[src/uer_pkg.sv]
// ----------------------------------------------------------------------------
// uer_pkg
// Shared types and constants of the ultrasonic echo ranger: field widths,
// operation and register codes, reset values and the sound-speed scale.
// ----------------------------------------------------------------------------
package uer_pkg;

    // field widths
    localparam int OP_W       = 2;
    localparam int MS_W       = 32;
    localparam int CFG_W      = 16;
    localparam int DIST_W     = 11;
    localparam int CFG_IDX_W  = 3;

    // default microsecond timer width
    localparam int US_TIMER_WIDTH = 16;

    // operation codes
    localparam logic [OP_W-1:0] OP_TICK = 2'd0;
    localparam logic [OP_W-1:0] OP_EDGE = 2'd1;
    localparam logic [OP_W-1:0] OP_READ = 2'd2;

    // register indexes
    localparam logic [CFG_IDX_W-1:0] REG_TRIG_INTERVAL = 3'd0;
    localparam logic [CFG_IDX_W-1:0] REG_ECHO_TIMEOUT  = 3'd1;
    localparam logic [CFG_IDX_W-1:0] REG_STALE_LIMIT   = 3'd2;
    localparam logic [CFG_IDX_W-1:0] REG_MIN_DIST      = 3'd3;
    localparam logic [CFG_IDX_W-1:0] REG_MAX_DIST      = 3'd4;

    // register reset values
    localparam logic [CFG_W-1:0]  RST_TRIG_INTERVAL = 16'd60;
    localparam logic [CFG_W-1:0]  RST_ECHO_TIMEOUT  = 16'd30;
    localparam logic [CFG_W-1:0]  RST_STALE_LIMIT   = 16'd250;
    localparam logic [DIST_W-1:0] RST_MIN_DIST      = 11'd2;
    localparam logic [DIST_W-1:0] RST_MAX_DIST      = 11'd400;

    // distance = pulse_us * SOUND_NUM / SOUND_DEN
    localparam longint unsigned SOUND_NUM = 343;
    localparam longint unsigned SOUND_DEN = 20000;
    // bits that cover SOUND_DEN, sets the reciprocal precision
    localparam int SOUND_DEN_BITS = 15;

    // one gated reading
    typedef struct packed {
        logic [DIST_W-1:0] distance;
        logic              valid;
    } t_reading;

endpackage

[src/uer_ifs.sv]
// ----------------------------------------------------------------------------
// uer_ifs
// Valid/ready channels of the ultrasonic echo ranger: event input, result
// output and register write port.
// ----------------------------------------------------------------------------

// event channel
interface uer_evt_if #(
    parameter int TW = uer_pkg::US_TIMER_WIDTH
);
    logic                       valid;
    logic                       ready;
    logic [uer_pkg::OP_W-1:0]   op;
    logic [uer_pkg::MS_W-1:0]   now_ms;
    logic [TW-1:0]              timer_us;
    logic                       echo_level;

    modport source (output valid, op, now_ms, timer_us, echo_level, input ready);
    modport sink   (input valid, op, now_ms, timer_us, echo_level, output ready);
endinterface

// result channel
interface uer_res_if;
    logic                       valid;
    logic                       ready;
    logic                       trigger_start;
    logic [uer_pkg::DIST_W-1:0] range_cm;
    logic                       reading_valid;
    logic                       measuring;

    modport source (output valid, trigger_start, range_cm, reading_valid, measuring,
                    input ready);
    modport sink   (input valid, trigger_start, range_cm, reading_valid, measuring,
                    output ready);
endinterface

// register write channel
interface uer_cfg_if;
    logic                          valid;
    logic                          ready;
    logic [uer_pkg::CFG_IDX_W-1:0] index;
    logic [uer_pkg::CFG_W-1:0]     data;

    modport source (output valid, index, data, input ready);
    modport sink   (input valid, index, data, output ready);
endinterface

[src/uer_range_calc.sv]
// ----------------------------------------------------------------------------
// uer_range_calc
// Turns an echo pulse length in microseconds into centimetres and gates it
// by the minimum and maximum distance.
// ----------------------------------------------------------------------------
module uer_range_calc #(
    parameter int TW = uer_pkg::US_TIMER_WIDTH
) (
    input  logic [TW-1:0]              i_pulse_us,
    input  logic [uer_pkg::DIST_W-1:0] i_min_cm,
    input  logic [uer_pkg::DIST_W-1:0] i_max_cm,
    output uer_pkg::t_reading          o_reading
);
    // floor(n * 343 / 20000) as (n * RECIP) >> SHIFT, exact for n < 2^TW
    localparam int              SHIFT = TW + uer_pkg::SOUND_DEN_BITS;
    localparam longint unsigned RECIP =
        ((uer_pkg::SOUND_NUM << SHIFT) + uer_pkg::SOUND_DEN - 1) / uer_pkg::SOUND_DEN;
    localparam int              KW    = $clog2(RECIP + 1);
    localparam int              PW    = TW + KW;
    localparam int              DW    = PW - SHIFT;
    localparam int              CW    = (DW > uer_pkg::DIST_W) ? DW : uer_pkg::DIST_W;

    logic [PW-1:0] prod;
    logic [CW-1:0] calc_cm;
    logic [CW-1:0] min_ext;
    logic [CW-1:0] max_ext;
    logic          in_range;

    // constant multiply by the scaled reciprocal
    assign prod     = PW'(i_pulse_us) * PW'(RECIP);
    assign calc_cm  = CW'(prod[PW-1:SHIFT]);
    assign min_ext  = CW'(i_min_cm);
    assign max_ext  = CW'(i_max_cm);

    // range gate
    assign in_range = (calc_cm >= min_ext) && (calc_cm <= max_ext);

    assign o_reading.valid    = in_range;
    assign o_reading.distance = in_range ? calc_cm[uer_pkg::DIST_W-1:0] : '0;

endmodule

[src/ultrasonic_echo_ranger_unit.sv]
// ----------------------------------------------------------------------------
// ultrasonic_echo_ranger_unit
// Trigger scheduling, echo timing and distance reporting for an ultrasonic
// range sensor.
// ----------------------------------------------------------------------------
// Usage:
//   i_evt carries one event word: a millisecond tick, an echo pin edge with
//   its microsecond stamp, or a plain read. Every accepted word yields one
//   result word on o_res: trigger_start (this tick begins a trigger pulse,
//   the 10 us pulse itself is generated by the pin logic), the latest
//   distance and valid bit (zero once older than the stale limit) and the
//   measuring flag after the update.
//   i_cfg writes the five registers by index; unknown indexes are dropped.
//   Writes only while no event is in flight: the block does not enforce it.
//   An accepted word passes through the input register, then the result
//   register. Throughput is one word per cycle while the receiver takes
//   results; the state update plus the constant multiply of the pulse length
//   sit in the single stage between the two registers.
//   Reset puts the registers at their defaults and the ranger idle with no
//   reading. When the receiver stalls, the result register holds and the
//   input register fills; i_evt.ready drops only when both are occupied.
// ----------------------------------------------------------------------------
module ultrasonic_echo_ranger_unit #(
    parameter int US_TIMER_WIDTH = uer_pkg::US_TIMER_WIDTH
) (
    input  logic        i_clk,
    input  logic        i_rst_n,
    uer_evt_if.sink     i_evt,
    uer_cfg_if.sink     i_cfg,
    uer_res_if.source   o_res
);
    typedef enum logic [1:0] {
        PH_IDLE,
        PH_RISE,
        PH_FALL
    } t_phase;

    // configuration
    logic [uer_pkg::CFG_W-1:0]  r_trig_interval;
    logic [uer_pkg::CFG_W-1:0]  r_echo_timeout;
    logic [uer_pkg::CFG_W-1:0]  r_stale_limit;
    logic [uer_pkg::DIST_W-1:0] r_min_dist;
    logic [uer_pkg::DIST_W-1:0] r_max_dist;

    // input register
    logic                       r_s1_vld;
    logic [uer_pkg::OP_W-1:0]   r_s1_op;
    logic [uer_pkg::MS_W-1:0]   r_s1_now;
    logic [US_TIMER_WIDTH-1:0]  r_s1_us;
    logic                       r_s1_lvl;

    // ranger state
    t_phase                     r_phase,     n_phase;
    logic [US_TIMER_WIDTH-1:0]  r_start_us,  n_start_us;
    logic [uer_pkg::DIST_W-1:0] r_dist,      n_dist;
    logic                       r_valid,     n_valid;
    logic [uer_pkg::MS_W-1:0]   r_res_time,  n_res_time;
    logic [uer_pkg::MS_W-1:0]   r_trig_time, n_trig_time;
    logic                       n_trig;

    // result register
    logic                       r_out_vld;
    logic                       r_out_trig;
    logic [uer_pkg::DIST_W-1:0] r_out_dist;
    logic                       r_out_rv;
    logic                       r_out_meas;

    logic                       out_free;
    logic                       advance;
    logic [uer_pkg::MS_W-1:0]   since_trig;
    logic [uer_pkg::MS_W-1:0]   since_res;
    logic                       timed_out;
    logic                       stale;
    logic [US_TIMER_WIDTH-1:0]  pulse_us;
    uer_pkg::t_reading          reading;

    // handshakes
    assign out_free    = !r_out_vld || o_res.ready;
    assign advance     = r_s1_vld && out_free;
    assign i_evt.ready = !r_s1_vld || out_free;
    assign i_cfg.ready = 1'b1;

    // pulse length wraps with the timer
    assign pulse_us = r_s1_us - r_start_us;

    uer_range_calc #(
        .TW (US_TIMER_WIDTH)
    ) u_range_calc (
        .i_pulse_us (pulse_us),
        .i_min_cm   (r_min_dist),
        .i_max_cm   (r_max_dist),
        .o_reading  (reading)
    );

    // next state for the item in the input register
    always_comb begin
        n_phase     = r_phase;
        n_start_us  = r_start_us;
        n_dist      = r_dist;
        n_valid     = r_valid;
        n_res_time  = r_res_time;
        n_trig_time = r_trig_time;
        n_trig      = 1'b0;
        since_trig  = r_s1_now - r_trig_time;
        timed_out   = (r_phase != PH_IDLE) &&
                      (since_trig >= uer_pkg::MS_W'(r_echo_timeout));
        unique case (r_s1_op)
            uer_pkg::OP_TICK: begin
                // abandon a pending measurement, then maybe start a trigger
                if (timed_out) begin
                    n_dist     = '0;
                    n_valid    = 1'b0;
                    n_res_time = r_s1_now;
                    n_phase    = PH_IDLE;
                end
                if ((r_phase == PH_IDLE || timed_out) &&
                    (since_trig >= uer_pkg::MS_W'(r_trig_interval))) begin
                    n_trig_time = r_s1_now;
                    n_phase     = PH_RISE;
                    n_trig      = 1'b1;
                end
            end
            uer_pkg::OP_EDGE: begin
                priority if (r_phase == PH_RISE && r_s1_lvl) begin
                    n_start_us = r_s1_us;
                    n_phase    = PH_FALL;
                end else if (r_phase == PH_FALL && !r_s1_lvl) begin
                    n_dist     = reading.distance;
                    n_valid    = reading.valid;
                    n_res_time = r_s1_now;
                    n_phase    = PH_IDLE;
                end else begin
                    n_phase    = r_phase;
                end
            end
            default: begin
                n_phase = r_phase;
            end
        endcase
        since_res = r_s1_now - n_res_time;
        stale     = since_res > uer_pkg::MS_W'(r_stale_limit);
    end

    // configuration writes
    always_ff @(posedge i_clk) begin
        if (!i_rst_n) begin
            r_trig_interval <= uer_pkg::RST_TRIG_INTERVAL;
            r_echo_timeout  <= uer_pkg::RST_ECHO_TIMEOUT;
            r_stale_limit   <= uer_pkg::RST_STALE_LIMIT;
            r_min_dist      <= uer_pkg::RST_MIN_DIST;
            r_max_dist      <= uer_pkg::RST_MAX_DIST;
        end else if (i_cfg.valid) begin
            unique case (i_cfg.index)
                uer_pkg::REG_TRIG_INTERVAL: r_trig_interval <= i_cfg.data;
                uer_pkg::REG_ECHO_TIMEOUT:  r_echo_timeout  <= i_cfg.data;
                uer_pkg::REG_STALE_LIMIT:   r_stale_limit   <= i_cfg.data;
                uer_pkg::REG_MIN_DIST:      r_min_dist <= i_cfg.data[uer_pkg::DIST_W-1:0];
                uer_pkg::REG_MAX_DIST:      r_max_dist <= i_cfg.data[uer_pkg::DIST_W-1:0];
                default: ;
            endcase
        end
    end

    // input register
    always_ff @(posedge i_clk) begin
        if (!i_rst_n) begin
            r_s1_vld <= 1'b0;
        end else if (i_evt.ready) begin
            r_s1_vld <= i_evt.valid;
        end
        if (i_evt.valid && i_evt.ready) begin
            r_s1_op  <= i_evt.op;
            r_s1_now <= i_evt.now_ms;
            r_s1_us  <= i_evt.timer_us;
            r_s1_lvl <= i_evt.echo_level;
        end
    end

    // ranger state and result register
    always_ff @(posedge i_clk) begin
        if (!i_rst_n) begin
            r_phase     <= PH_IDLE;
            r_start_us  <= '0;
            r_dist      <= '0;
            r_valid     <= 1'b0;
            r_res_time  <= '0;
            r_trig_time <= '0;
            r_out_vld   <= 1'b0;
        end else begin
            if (out_free) begin
                r_out_vld <= r_s1_vld;
            end
            if (advance) begin
                r_phase     <= n_phase;
                r_start_us  <= n_start_us;
                r_dist      <= n_dist;
                r_valid     <= n_valid;
                r_res_time  <= n_res_time;
                r_trig_time <= n_trig_time;
            end
        end
        if (advance) begin
            r_out_trig <= n_trig;
            r_out_dist <= stale ? '0 : n_dist;
            r_out_rv   <= stale ? 1'b0 : n_valid;
            r_out_meas <= (n_phase != PH_IDLE);
        end
    end

    assign o_res.valid         = r_out_vld;
    assign o_res.trigger_start = r_out_trig;
    assign o_res.range_cm      = r_out_dist;
    assign o_res.reading_valid = r_out_rv;
    assign o_res.measuring     = r_out_meas;

endmodule
[src/flat_wrapper.sv]
// flat-port wrapper written by rule: the top's interface ports become plain ports
module ultrasonic_echo_ranger_unit_flat 
#(
    parameter int US_TIMER_WIDTH = uer_pkg::US_TIMER_WIDTH
)
  (i_clk, i_rst_n, i_evt_valid, i_evt_op, i_evt_now_ms, i_evt_timer_us, i_evt_echo_level, i_evt_ready, i_cfg_valid, i_cfg_index, i_cfg_data, i_cfg_ready, o_res_valid, o_res_trigger_start, o_res_range_cm, o_res_reading_valid, o_res_measuring, o_res_ready);
  uer_evt_if i_evt_i ();
  uer_cfg_if i_cfg_i ();
  uer_res_if o_res_i ();
  input  logic i_clk;
  input  logic i_rst_n;
  input wire logic [$bits(i_evt_i.valid)-1:0] i_evt_valid;
  input wire logic [$bits(i_evt_i.op)-1:0] i_evt_op;
  input wire logic [$bits(i_evt_i.now_ms)-1:0] i_evt_now_ms;
  input wire logic [$bits(i_evt_i.timer_us)-1:0] i_evt_timer_us;
  input wire logic [$bits(i_evt_i.echo_level)-1:0] i_evt_echo_level;
  output wire logic [$bits(i_evt_i.ready)-1:0] i_evt_ready;
  input wire logic [$bits(i_cfg_i.valid)-1:0] i_cfg_valid;
  input wire logic [$bits(i_cfg_i.index)-1:0] i_cfg_index;
  input wire logic [$bits(i_cfg_i.data)-1:0] i_cfg_data;
  output wire logic [$bits(i_cfg_i.ready)-1:0] i_cfg_ready;
  output wire logic [$bits(o_res_i.valid)-1:0] o_res_valid;
  output wire logic [$bits(o_res_i.trigger_start)-1:0] o_res_trigger_start;
  output wire logic [$bits(o_res_i.range_cm)-1:0] o_res_range_cm;
  output wire logic [$bits(o_res_i.reading_valid)-1:0] o_res_reading_valid;
  output wire logic [$bits(o_res_i.measuring)-1:0] o_res_measuring;
  input wire logic [$bits(o_res_i.ready)-1:0] o_res_ready;
  assign i_evt_i.valid = i_evt_valid;
  assign i_evt_i.op = i_evt_op;
  assign i_evt_i.now_ms = i_evt_now_ms;
  assign i_evt_i.timer_us = i_evt_timer_us;
  assign i_evt_i.echo_level = i_evt_echo_level;
  assign i_evt_ready = i_evt_i.ready;
  assign i_cfg_i.valid = i_cfg_valid;
  assign i_cfg_i.index = i_cfg_index;
  assign i_cfg_i.data = i_cfg_data;
  assign i_cfg_ready = i_cfg_i.ready;
  assign o_res_valid = o_res_i.valid;
  assign o_res_trigger_start = o_res_i.trigger_start;
  assign o_res_range_cm = o_res_i.range_cm;
  assign o_res_reading_valid = o_res_i.reading_valid;
  assign o_res_measuring = o_res_i.measuring;
  assign o_res_i.ready = o_res_ready;
  ultrasonic_echo_ranger_unit #(.US_TIMER_WIDTH(US_TIMER_WIDTH)) u_core (.i_clk(i_clk), .i_rst_n(i_rst_n), .i_evt(i_evt_i), .i_cfg(i_cfg_i), .o_res(o_res_i));
endmodule
[config.mk]
export PLATFORM = sky130hd
export DESIGN_NAME = ultrasonic_echo_ranger_unit_flat
export DESIGN_NICKNAME = d
export VERILOG_FILES = /design/src/uer_pkg.sv /design/src/uer_ifs.sv /design/src/uer_range_calc.sv /design/src/ultrasonic_echo_ranger_unit.sv /design/src/flat_wrapper.sv
export SDC_FILE = /design/constraint.sdc
export NUM_CORES = 1
export LEC_CHECK = 0
export ABC_AREA = 1
export BUFFER_PORTS_ARGS = -buffer_cell sky130_fd_sc_hd__buf_2
export CAP_MARGIN = 25
export CORE_UTILIZATION = 33
export CTS_CLUSTER_DIAMETER = 80
export DETAILED_ROUTE_END_ITERATION = 6
export GPL_ROUTABILITY_DRIVEN = 0
export RECOVER_POWER = 100
export SKIP_CTS_REPAIR_TIMING = 1
export SLEW_MARGIN = 20
export SYNTH_ARGS = -nofsm -noshare
export SYNTH_HDL_FRONTEND = slang
export SYNTH_HIERARCHICAL = 1
export SYNTH_SLANG_ARGS = --single-unit
[constraint.sdc]
create_clock -name i_clk -period 19.4 [get_ports i_clk]
set_clock_uncertainty 0.05 [all_clocks]
set_input_delay 0.97 -clock i_clk [delete_from_list [all_inputs] [get_ports i_clk]]
set_output_delay 0.97 -clock i_clk [all_outputs]
set_load 0.01 [all_outputs]
== Yosys cells after proc, flatten, opt, wreduce, memory -nomap -nowiden ==
Cells that the tools add are included.
Cells by class
  $add $sub $neg: 3
  $mul: 1
  order comparisons: 5
  eq/ne operators: 7
  mux-type cells: 19
  reductions and logical operators: 25
Operators with widths (count)
  32-bit two-way mux: 3
  32-bit by 16-bit >= comparator with 1-bit output: 2
  32-bit one-hot mux with 2 select lines: 1
  32-bit subtractor: 2
  11-bit two-way mux: 4
  16-bit by 26-bit multiplier with 42-bit output (second input constant): 1
  32-bit by 16-bit greater-than comparator with 1-bit output: 1
  11-bit one-hot mux with 2 select lines: 1
  16-bit subtractor: 1
  11-bit >= comparator: 1
  11-bit <= comparator: 1
  2-bit AND reduction: 5
  2-bit two-way mux: 4
  1-bit logical AND: 7
  3-bit by 2-bit equality test with 1-bit output (second input constant): 2
  3-bit AND reduction: 2
  2-bit by 1-bit equality test with 1-bit output (second input constant): 2
  2-bit logical NOT: 2
  1-bit two-way mux: 4
  2-bit one-hot mux with 2 select lines: 1
  2-bit nonzero test: 2
  3-bit by 1-bit equality test with 1-bit output (second input constant): 1
  3-bit equality test (second input constant): 1
  1-bit logical NOT: 3
  other kinds (4): 6
Word-level totals
  register bits: 231
  input port bits: 75
  output and inout bits: 17
  logic and storage cells: 81

== Logic depth before layout (Yosys ltp) ==
Gate-level depths: netlist of the first run.
  word-level depth: 8
  gate-level depth with buffers: 58
  gate-level depth less buffers: 56

== Modules after synthesis ==
Netlist of the first run, hierarchy kept.
By module, submodules not included
  ultrasonic_echo_ranger_unit: times used 1, cells an instance 2296, area an instance 15830.2 µm²
  uer_range_calc: times used 1, cells an instance 997, area an instance 7225.7 µm²

== Worst setup path after synthesis of the first run ==
OpenSTA, ideal clock, no wires.
  kind: register to register
  from: register u_core.r_s1_us[0]
  to: register u_core.r_out_rv, in the netlist u_core/o_res.reading_valid, data pin
  setup time: 259 ps
  arrival: 8536 ps
  data required time: 19091 ps
  setup slack: 10555 ps
  stages on the path, launching flop included: 50
  path buffers: 2
  cells stage by stage: edfxtp_1 -> inv_1 -> ha_1 -> fa_1 -> nor2_1 -> a211oi_1 -> o21ai_0 -> nand3_1 -> nand2_1 -> nand3_1 -> nand2_1 -> nand3_1 -> nand2_1 -> a21oi_1 -> nor2_1 -> nor2_1 -> xor2_1 -> fa_1 -> (+14 left out) -> nand3_1 -> inv_1 -> nand2_1 -> inv_1 -> ha_1 -> nand2_1 -> nor4_1 -> nand2_1 -> nand3_1 -> nand2_1 -> nand2_1 -> buf_2 -> inv_1 -> buf_4 -> o21ai_0 -> o21ai_0 -> a31oi_1 -> nor2_2
Between the ends
  cells in the longest elaborated chain, start to end: 7
  elaborated cells between the ends (all ways): 8
Ends and longest elaborated chain
  start, declared: RTL line ultrasonic_echo_ranger_unit.sv:49  | logic [US_TIMER_WIDTH-1:0] r_s1_us;
  start signal, assigned: RTL line ultrasonic_echo_ranger_unit.sv:174  | r_s1_us <= i_evt.timer_us;
  16-bit subtractor (*): RTL line ultrasonic_echo_ranger_unit.sv:84  | assign pulse_us = r_s1_us - r_start_us;
  net u_core.pulse_us[14]: RTL line ultrasonic_echo_ranger_unit.sv:74  | logic [US_TIMER_WIDTH-1:0] pulse_us;
  16-bit by 26-bit multiplier with 42-bit output (*): RTL line uer_range_calc.sv:30  | assign prod = PW'(i_pulse_us) * PW'(RECIP);
  11-bit >= comparator / 11-bit <= comparator (equally long branches): RTL line uer_range_calc.sv:36  | assign in_range = (calc_cm >= min_ext) && (calc_cm <= max_ext);
  1-bit logical AND (*): RTL line uer_range_calc.sv:36
  net u_core.u_range_calc.in_range: RTL line uer_range_calc.sv:27  | logic in_range;
  1-bit two-way mux (*): RTL line ultrasonic_echo_ranger_unit.sv:127  | end else if (r_phase == PH_FALL && !r_s1_lvl) begin
  1-bit two-way mux (*): RTL line ultrasonic_echo_ranger_unit.sv:124  | priority if (r_phase == PH_RISE && r_s1_lvl) begin
  1-bit one-hot mux with 2 select lines (*): RTL line ultrasonic_echo_ranger_unit.sv:107  | unique case (r_s1_op)
  end signal, assigned: RTL line ultrasonic_echo_ranger_unit.sv:205  | r_out_rv <= stale ? 1'b0 : n_valid;
  end, declared: RTL line ultrasonic_echo_ranger_unit.sv:65  | logic r_out_rv;
Mark *: on every way through the listed nets, which the timed path passes. The rest lies on a longest branch.
A chain may end at the register's enable or synchronous reset.

== Final worst setup path of the first run ==
  from: register u_core/r_s1_now[0] (netlist bit)
  to: register u_core.r_out_dist (netlist bit u_core/o_res.range_cm[7]), data pin
Between the ends
  cells in the longest elaborated chain, start to end: 7
  elaborated cells between the ends (all ways): 11
Ends and longest elaborated chain
  start, declared: RTL line ultrasonic_echo_ranger_unit.sv:48  | logic [uer_pkg::MS_W-1:0] r_s1_now;
  start signal, assigned: RTL line ultrasonic_echo_ranger_unit.sv:173  | r_s1_now <= i_evt.now_ms;
  32-bit subtractor: RTL line ultrasonic_echo_ranger_unit.sv:104  | since_trig = r_s1_now - r_trig_time;
  32-bit by 16-bit >= comparator with 1-bit output: RTL line ultrasonic_echo_ranger_unit.sv:106  | (since_trig >= uer_pkg::MS_W'(r_echo_timeout));
  1-bit logical AND: RTL line ultrasonic_echo_ranger_unit.sv:105  | timed_out = (r_phase != PH_IDLE) &&
  32-bit two-way mux: RTL line ultrasonic_echo_ranger_unit.sv:110  | if (timed_out) begin
  32-bit one-hot mux with 2 select lines (*): RTL line ultrasonic_echo_ranger_unit.sv:107
  net u_core.n_res_time (one bit): RTL line ultrasonic_echo_ranger_unit.sv:57  | logic [uer_pkg::MS_W-1:0] r_res_time, n_res_time;
  32-bit subtractor (*): RTL line ultrasonic_echo_ranger_unit.sv:140  | since_res = r_s1_now - n_res_time;
  32-bit by 16-bit greater-than comparator with 1-bit output (*): RTL line ultrasonic_echo_ranger_unit.sv:141  | stale = since_res > uer_pkg::MS_W'(r_stale_limit);
  end signal, assigned: RTL line ultrasonic_echo_ranger_unit.sv:204  | r_out_dist <= stale ? '0 : n_dist;
  end, declared: RTL line ultrasonic_echo_ranger_unit.sv:64  | logic [uer_pkg::DIST_W-1:0] r_out_dist;
Marked as above.

==> flow_summary_export.csv, run 1 <==
group,metric,value,unit
place,hpwl,51600,um
cells_and_area,layout_common_cells,"inv_1 (701), nand2_1 (696), ha_1 (297), a21oi_1 (281), nor2_1 (238)",
cells_and_area,area_growth,10.5,%
synth,synth_edf_count,65,
run,drv_cap,6,
die,die_area,70900,um2
hold_path,hold_path_class,"flop to flop",
place,port_buffers,90,
timing,finalSetupTns,0,ns
cells_and_area,diodes,0,
timing,drv_slew,321,
timing,setup_viol,0,
routing,drc,0,
cts,clk_pin_slew,0.06,ns
cells_and_area,final_layout_size_suffix_gt1_share,6.96,%
routing,detail_route.wl_per_cell,14.8,um
synth,synthFlopType,"dfxtp_1",
die,die_w,266,um
cts,cts_tree,"done",
synth,synth_top_area_share,16.1,%
cells_and_area,n_fill_cell,7311,
die,die_h,266,um
worst_setup_path,cp-start-kind,"flop",
worst_setup_path,worstPathArrival,12.21,ns
timing,max_freq,0.0845,GHz
synth,synth_warnings,6,
global_routing,grt.overflow.total,0,
timing,maxSlewHeadroom,-129,%
cts,cts_max_path_buffers,3,
die,core,68800,um2
synth,ys_ff_latch,231,
cells_and_area,fin_nets,3842,
timing,tightestPinTransition,3.44,ns
timing,post-route-min-period,11.84,ns
cts,cts_sinks,231,
cts,cts_root_buf,"clkbuf_16",
timing,fin_crit_sh,61.0,%
global_routing,first_global_vias,19839,
worst_setup_path,crit_top_cell,"nand2_1",
cts,clock_latency,0.60,ns
global_routing,grt_pass1_wl,104000,um
synth,synth_top_cells_by_area,"ha_1 (16%), dfxtp_1 (14%), inv_1 (11%)",
synth,yosysSeqAreaShare,22.9,%
routing,drt-total-wl,64100,um
synth,synth_async_sr_flop_share,0,%
routing,vias_per_cell,4.73,
die,start_util,33.5,%
cts,cts_buffers,30,
synth,netlist_instances,3293,
synth,avgSynthCellArea,7.00,um2
global_routing,antenna_found_initial,1,
worst_setup_path,path_max_fanout,64,
global_routing,track_usage,18.3,%
synth,synth_cell_types,52,
timing,finalHoldViolCount,0,
synth,netlist_area,23100,um2
routing,ant_nets,0,
die,io_pins,92,
routing,drtIter0Drc,1258,
synth,syn-num-nets,3770,
run_status,violations,"max-capacitance violations, max-slew violations",
timing,rsz0062_at_grt,"no",
worst_setup_path,critPathRequiredTime,19.77,ns
routing,dr.pass1.iters,5,
cts,cts-htree-levels,1,
synth,synth_top_cell_by_area,"ha_1",
die,rows,96,
cells_and_area,layout_commonest_cell,"inv_1",
worst_setup_path,critPathMaxStageDelay,1.78,ns
worst_setup_path,endpoint_kind,"flop",
worst_setup_path,path_class,"flop to flop",
run_status,outcome,"complete, but fails checks",
routing,via_count,20428,
global_routing,grt_max_degree,87,
cells_and_area,fin_util,37.0,%
worst_setup_path,crit_slowest_cell,"nand2_1",
[synth_stat cells, types with 3 or more instances]
library cell / number
a211oi_1: 23
a21o_1: 4
a21oi_1: 281
a221o_1: 6
a31oi_1: 11
a32oi_1: 4
and2_1: 3
and3_1: 4
clkbuf_1: 72
clkinv_1: 5
dfxtp_1: 166
edfxtp_1: 65
fa_1: 105
ha_1: 297
inv_1: 701
inv_2: 13
nand2_1: 690
nand2_2: 43
nand3_1: 106
nand3_2: 15
nand3b_1: 8
nand4_1: 28
nor2_1: 238
nor2_2: 19
nor2_4: 6
nor3_1: 25
nor3_2: 3
nor4_1: 5
o211ai_1: 35
o21ai_0: 222
o21bai_1: 8
o22ai_1: 9
or2_2: 5
xnor2_1: 7
xor2_1: 38
[sequential cells by signal, indices dropped and copies added, names as in the netlist]
register	flops
u_core/o_res.measuring	1
u_core/o_res.range_cm	11
u_core/o_res.reading_valid	1
u_core/o_res.trigger_start	1
u_core/o_res.valid	1
u_core/r_dist	11
u_core/r_echo_timeout	16
u_core/r_max_dist	11
u_core/r_min_dist	11
u_core/r_phase	2
u_core/r_res_time	32
u_core/r_s1_lvl	1
u_core/r_s1_now	32
u_core/r_s1_op	2
u_core/r_s1_us	16
u_core/r_s1_vld	1
u_core/r_stale_limit	16
u_core/r_start_us	16
u_core/r_trig_interval	16
u_core/r_trig_time	32
u_core/r_valid	1
[stage by stage]
step                area [um2]  setup slack (ns)  std cells  hold slack [ns]
finish                   25500              7.56       4320            0.407
global placement         24600              9.80       4260            0.394
CTS                      25600              9.69       4317            0.408
global route             25500              6.49       4320            0.426
floorplan                23100             10.55       3293            0.379
detailed placement       24600              9.71       4261            0.400
[routing by layer]
metal	track usage [%]	vias to the layer above	part of all wire (%)
li1	-	10627	-
met1	24.5	9248	47
met2	30.0	435	44
met3	1.95	116	4.7
met4	7.33	2	4.2
met5	0	-	0.020
[worst max-delay path: cells and delay by family (launching register included)]
| kind | cells | cell delay, ns |
|---|---|---|
| and+or+nand+nor | 26 | 5.01 |
| AOI/OAI and AO/OA | 9 | 2.25 |
| adders and majority gates | 6 | 1.83 |
| buffers and inverters | 5 | 1.45 |
| xor gates and xnor gates | 2 | 0.49 |
| DFF | 1 | 0.48 |
[area by class of cell]
| cell class | count | area [um2] | share of cell area, % |
|---|---|---|---|
| Clock inverter | 12 | 148 | 0.580 |
| Tap cell | 931 | 1160 | 4.57 |
| Sequential cell | 231 | 5280 | 20.7 |
| Timing Repair Buffer | 117 | 592 | 2.32 |
| Multi-Input combinational cell | 2266 | 14700 | 57.8 |
| Inverter | 719 | 2700 | 10.6 |
| Clock buffer | 44 | 875 | 3.43 |
[cell families after synthesis]
| family | synth area share [%] |
|---|---|
| adders and majority gates | 25.2 |
| and+or+nand+nor | 22.6 |
| AOI/OAI and AO/OA | 14.5 |
| other | 0.0163 |
| DFF | 22.9 |
| buffers and inverters | 13.0 |
| xor gates and xnor gates | 1.71 |
[final timing paths]
check                                            start                       end  slack (ns)  cells after the start
worst max register to register      u_core/r_s1_now[0]  u_core/o_res.range_cm[7]        7.56                     48
worst min-delay path            u_core/r_trig_time[21]    u_core/r_trig_time[21]        0.41                      2
worst max-delay path                u_core/r_s1_now[0]  u_core/o_res.range_cm[7]        7.56                     48
worst min register to register  u_core/r_trig_time[21]    u_core/r_trig_time[21]        0.41                      2
Power of run 1 is not shown: default switching activity piles up to over one toggle a cycle in this logic, so the estimate is an artifact.
==> run 2: changes to the inputs <==
--- a/config.mk
+++ b/config.mk
@@ -5,7 +5,7 @@
 export SDC_FILE = /design/constraint.sdc
 export NUM_CORES = 1
 export LEC_CHECK = 0
-export ABC_AREA = 1
+export ABC_AREA = 0
 export BUFFER_PORTS_ARGS = -buffer_cell sky130_fd_sc_hd__buf_2
 export CAP_MARGIN = 25
 export CORE_UTILIZATION = 33
==> constraint.sdc (replaced) <==
create_clock -name i_clk -period 11.9 [get_ports i_clk]
set_clock_uncertainty 0.05 [all_clocks]
set_input_delay 0.595 -clock i_clk [delete_from_list [all_inputs] [get_ports i_clk]]
set_output_delay 0.595 -clock i_clk [all_outputs]
set_load 0.01 [all_outputs]
==> flow_summary_export.csv, run 2 <==
group,metric,value,unit
worst_setup_path,critPathRequiredTime,12.27,ns
cts,cts_tree,"done",
synth,synthTopCellsByCount,"inv_1 (371), ha_1 (297), nand2_1 (247)",
timing,finalSetupTns,0,ns
cells_and_area,diodes,0,
synth,synth_cell_types,98,
synth,syn-num-nets,2918,
cells_and_area,final_layout_size_suffix_gt1_share,8.28,%
routing,detail_route.wl_per_cell,16.4,um
place,hpwl,44100,um
synth,netlist_area,21400,um2
pwr,p_sw_share,50.5,%
synth,synth_top_cell_by_area,"ha_1",
worst_setup_path,critPathBufInv,4,
synth,synth_top_area_share,17.4,%
global_routing,grt_pass1_wl,88200,um
die,core,63500,um2
global_routing,first_global_vias,17253,
worst_setup_path,path_max_fanout,47,
cts,cts-htree-levels,1,
pwr,power_density,292,nW/um2
pwr,p_switching,0.00347,W
timing,tightestPinTransition,3.37,ns
pwr,clockPowerShare,12.4,%
worst_setup_path,critPathMaxStageDelay,0.61,ns
timing,setup_viol,0,
cells_and_area,layout_commonest_cell,"inv_1",
die,die_w,256,um
place,placed_cells,3314,
routing,drc,0,
worst_setup_path,crit_slowest_cell,"buf_4",
pwr,pwr-share-comb,75.0,%
worst_setup_path,endpoint_kind,"flop",
cts,clock_latency,0.59,ns
cells_and_area,fin_cells,3369,
worst_setup_path,critPathTopFamily,"compound AO/OA/AOI/OAI gates",
cells_and_area,layout_common_cells,"inv_1 (370), ha_1 (297), nand2_1 (247), a21oi_1 (171), dfxtp_1 (166)",
die,die_h,256,um
cts,cts_sinks,231,
timing,post-route-min-period,11.16,ns
worst_setup_path,cp-start-kind,"flop",
synth,yosysSeqAreaShare,24.7,%
global_routing,grt.overflow.total,0,
place,port_buffers,90,
synth,avgSynthCellArea,8.75,um2
cts,cts_max_path_buffers,3,
timing,max_freq,0.0896,GHz
die,rows,92,
routing,vias_per_cell,5.15,
synth,synthFlopType,"dfxtp_1",
die,start_util,33.6,%
run_status,violations,"max-capacitance violations, max-slew violations",
global_routing,track_usage,16.4,%
synth,synth_most_common_cell,"inv_1",
cts,clk_pin_slew,0.06,ns
synth,synth_warnings,6,
run,drv_cap,6,
timing,finalHoldViolCount,0,
pwr,pwr-share-seq,12.6,%
timing,maxSlewHeadroom,-125,%
cells_and_area,area_growth,10.1,%
worst_setup_path,worstPathArrival,11.53,ns
cts,cts_buffers,28,
worst_setup_path,path_class,"flop to flop",
global_routing,antenna_found_initial,0,
synth,synth_top_cells_by_area,"ha_1 (17%), dfxtp_1 (16%), fa_1 (9.8%)",
cells_and_area,n_fill_cell,6518,
pwr,intPower,0.00339,W
pwr,peakVddDrop,361,uV
cells_and_area,fin_nets,2978,
routing,dr.pass1.iters,7,
global_routing,grt_max_degree,88,
timing,fin_crit_sh,93.8,%
pwr,leakage,10.5,nW
cts,cts_root_buf,"clkbuf_16",
synth,netlist_instances,2441,
timing,rsz0062_at_grt,"no",
timing,drv_slew,371,
hold_path,hold_path_class,"input pin to flop",
synth,synth_edf_count,65,
routing,drtIter0Drc,1024,
synth,synth_async_sr_flop_share,0,%
run_status,outcome,"complete, but fails checks",
cells_and_area,reg.largest.list,"u_core/r_res_time (32), u_core/r_s1_now (32), u_core/r_trig_time (32)",
routing,drt-total-wl,55200,um
die,io_pins,92,
die,die_area,65800,um2
routing,ant_nets,0,
synth,ys_ff_latch,231,
routing,via_count,17347,
## run 2: changes by cell type after synthesis, moves of 25 or more
cell / previous run / this run
xnor2_1: 7 / 32
nand3_1: 106 / 28
a21boi_0: 1 / 68
inv_1: 701 / 371
nor2b_1: 0 / 79
a21oi_1: 281 / 171
nand2_2: 43 / 1
mux2i_1: 0 / 53
nor2_1: 238 / 93
o21ai_0: 222 / 80
nand2_1: 690 / 247
o211a_1: 0 / 30
a21o_1: 4 / 53
## run 2: through the flow
stage	util, %	power [W]	hold slack [ns]	cell area, um2	worst slack [ns]
final	37.0	0.00686	0.136	23500	0.736
after global routing	37.0	0.00761	0.111	23500	0.00902
after CTS	37.1	0.00687	0.102	23600	0.532
after detailed placement	35.7	0.00596	0.410	22700	0.547
after global placement	35.7	0.00585	0.407	22700	0.855
after floorplan	-	0.00472	0.391	21400	1.51
## run 2: area by class of cell
cell class / count / area [um2] / share of cell area (%)
multi-input combinational: 1755 / 14300 / 60.7
sequential: 231 / 5280 / 22.4
inverter: 371 / 1390 / 5.93
tap: 846 / 1060 / 4.50
clock buffer: 35 / 768 / 3.27
timing repair buffer: 114 / 587 / 2.50
clock inverter: 17 / 155 / 0.660
## run 2: final timing paths
path / startpoint / end / slack (ns) / cells past startpoint
worst min register to register: u_core/r_min_dist[6] / u_core/r_min_dist[6] / 0.42 / 2
worst max-delay path: u_core/r_s1_now[0] / u_core/o_res.range_cm[5] / 0.74 / 40
worst max register to register: u_core/r_s1_now[0] / u_core/o_res.range_cm[5] / 0.74 / 40
worst min-delay path: i_evt_now_ms[2] / u_core/r_s1_now[2] / 0.14 / 1
## run 2: layer usage
layer | up-vias | share of wire (%) | track usage, %
li1 | 8559 | - | -
met2 | 394 | 48 | 29.0
met4 | 0 | 3.3 | 5.16
met1 | 8293 | 45 | 20.9
met5 | - | 0 | 0
met3 | 101 | 4.0 | 1.54
## run 2: cell families after synthesis
logic type / Yosys count / synth area share (%)
AND/OR/NAND/NOR: 621 / 14.6
AO/OA/AOI/OAI: 611 / 19.7
buffers and inverters: 455 / 8.40
adder cells (fa/ha/maj): 407 / 27.5
flip-flops: 231 / 24.7
XOR/XNOR: 59 / 2.42
multiplexers: 56 / 2.66
other: 1 / 0.0176
## run 2: power groups by stage
stage | clock network [W] | registers (W) | logic, W
global route | 0.000911 | 0.000869 | 0.00583
finish | 0.000851 | 0.000865 | 0.00514
global placement | 0 | 0.000880 | 0.00497
floorplan | 0 | 0.000870 | 0.00385
detailed placement | 0 | 0.000881 | 0.00508
CTS | 0.000881 | 0.000864 | 0.00512
Note: power is estimated with default switching activity, not from simulation.
==> run 3: changes to the inputs <==
==> constraint.sdc (replaced) <==
create_clock -name i_clk -period 12.4 [get_ports i_clk]
set_clock_uncertainty 0.05 [all_clocks]
set_input_delay 0.62 -clock i_clk [delete_from_list [all_inputs] [get_ports i_clk]]
set_output_delay 0.62 -clock i_clk [all_outputs]
set_load 0.01 [all_outputs]
==> flow_summary_export.csv, run 3 (synthesis gave the netlist of run 2 again) <==
group,metric,value,unit
routing,detail_route.wl_per_cell,16.4,um
die,io_pins,92,
die,die_area,65800,um2
worst_setup_path,critPathMaxStageDelay,1.26,ns
routing,ant_nets,0,
cts,cts_sinks,231,
hold_path,hold_path_class,"input pin to flop",
timing,finalSetupTns,0,ns
global_routing,grt.overflow.total,0,
timing,tightestPinTransition,3.33,ns
routing,vias_per_cell,5.13,
cells_and_area,final_layout_size_suffix_gt1_share,7.82,%
global_routing,grt_pass1_wl,88100,um
routing,drt-total-wl,55100,um
timing,fin_crit_sh,94.1,%
die,die_h,256,um
cts,cts_buffers,28,
cts,cts_tree,"done",
timing,maxSlewHeadroom,-123,%
global_routing,first_global_vias,17237,
run_status,violations,"max-capacitance violations, max-slew violations",
routing,via_count,17251,
cells_and_area,reg.largest.list,"u_core/r_res_time (32), u_core/r_s1_now (32), u_core/r_trig_time (32)",
cts,clock_latency,0.58,ns
die,start_util,33.6,%
worst_setup_path,critPathRequiredTime,12.75,ns
worst_setup_path,cp-start-kind,"flop",
global_routing,track_usage,16.3,%
worst_setup_path,worstPathArrival,12.03,ns
die,die_w,256,um
worst_setup_path,rrSetupSlack,0.73,ns
timing,finalHoldViolCount,0,
timing,drv_slew,376,
place,hpwl,44000,um
worst_setup_path,path_class,"flop to flop",
place,place_area,22600,um2
die,rows,92,
cells_and_area,diodes,0,
run,drv_cap,8,
cells_and_area,layout_common_cells,"inv_1 (370), ha_1 (297), nand2_1 (247), a21oi_1 (171), dfxtp_1 (166)",
timing,post-route-min-period,11.67,ns
worst_setup_path,crit_slowest_cell,"a2111oi_0",
global_routing,grt_max_degree,89,
pwr,peakVddDrop,278,uV
cts,cts_root_buf,"clkbuf_16",
global_routing,antenna_found_initial,0,
die,core,63500,um2
worst_setup_path,crit_top_cell,"ha_1",
timing,rsz0062_at_grt,"no",
cells_and_area,area_growth,9.84,%
cells_and_area,layout_commonest_cell,"inv_1",
cts,cts-htree-levels,1,
pwr,power_density,282,nW/um2
timing,max_freq,0.0857,GHz
place,port_buffers,90,
routing,drc,0,
cts,clk_pin_slew,0.06,ns
cells_and_area,fin_nets,2974,
pwr,leakage,10.5,nW
cts,cts_max_path_buffers,3,
run_status,outcome,"complete, but fails checks",
worst_setup_path,path_max_fanout,47,
routing,drtIter0Drc,1118,
routing,dr.pass1.iters,6,
timing,setup_viol,0,
worst_setup_path,endpoint_kind,"flop",
cells_and_area,fin_area,23500,um2
[run 3: where the power goes]
group	switching [W]	total (W)	internal, W
clock network	0.000350	0.000827	0.000477
registers	0.0000250	0.000831	0.000806
logic	0.00297	0.00495	0.00198
[run 3: through the flow]
| stage | setup slack [ns] | total power [W] | hold slack, ns | std cells | util (%) |
|---|---|---|---|---|---|
| after detailed placement | 1.00 | 0.00574 | 0.410 | 3313 | 35.6 |
| after global routing | 0.0699 | 0.00732 | 0.144 | 3365 | 36.9 |
| after floorplan | 2.01 | 0.00453 | 0.391 | 2441 | - |
| after CTS | 0.975 | 0.00663 | 0.141 | 3365 | 37.1 |
| final | 0.729 | 0.00661 | 0.166 | 3365 | 36.9 |
| after global placement | 1.27 | 0.00563 | 0.406 | 3312 | 35.6 |
[run 3: critical path, delay by kind of cell (launching register included)]
family          cells  cell delay, ns
buf+inv             2            0.83
mux                 2            0.69
fa+ha+maj           5            1.75
compound gates     14            4.51
flops               1            0.60
simple gates       11            2.49
xor+xnor            2            0.56
[run 3: worst paths after layout]
check                                  from                        end  cells past startpoint
setup reg to reg         u_core/r_s1_now[7]   u_core/o_res.range_cm[8]                     36
hold reg to reg   u_core/r_trig_interval[7]  u_core/r_trig_interval[7]                      2
setup / recovery         u_core/r_s1_now[7]   u_core/o_res.range_cm[8]                     36
hold / removal              i_evt_now_ms[2]         u_core/r_s1_now[2]                      1
[run 3: layer usage]
| layer | global-route usage, % | up-vias | wire length (um) |
|---|---|---|---|
| met2 | 29.3 | 349 | 26900 |
| met3 | 1.78 | 83 | 2090 |
| met1 | 20.6 | 8288 | 24800 |
| met4 | 4.13 | 0 | 1260 |
| met5 | 0 | - | 0 |
| li1 | - | 8531 | - |
[run 3: cell type report]
class,count,area [um2]
fill,6534,40100
multi-input combinational,1755,14200
sequential,231,5280
inverter,371,1390
tap,846,1060
clock buffer,37,796
timing repair buffer,110,561
clock inverter,15,138
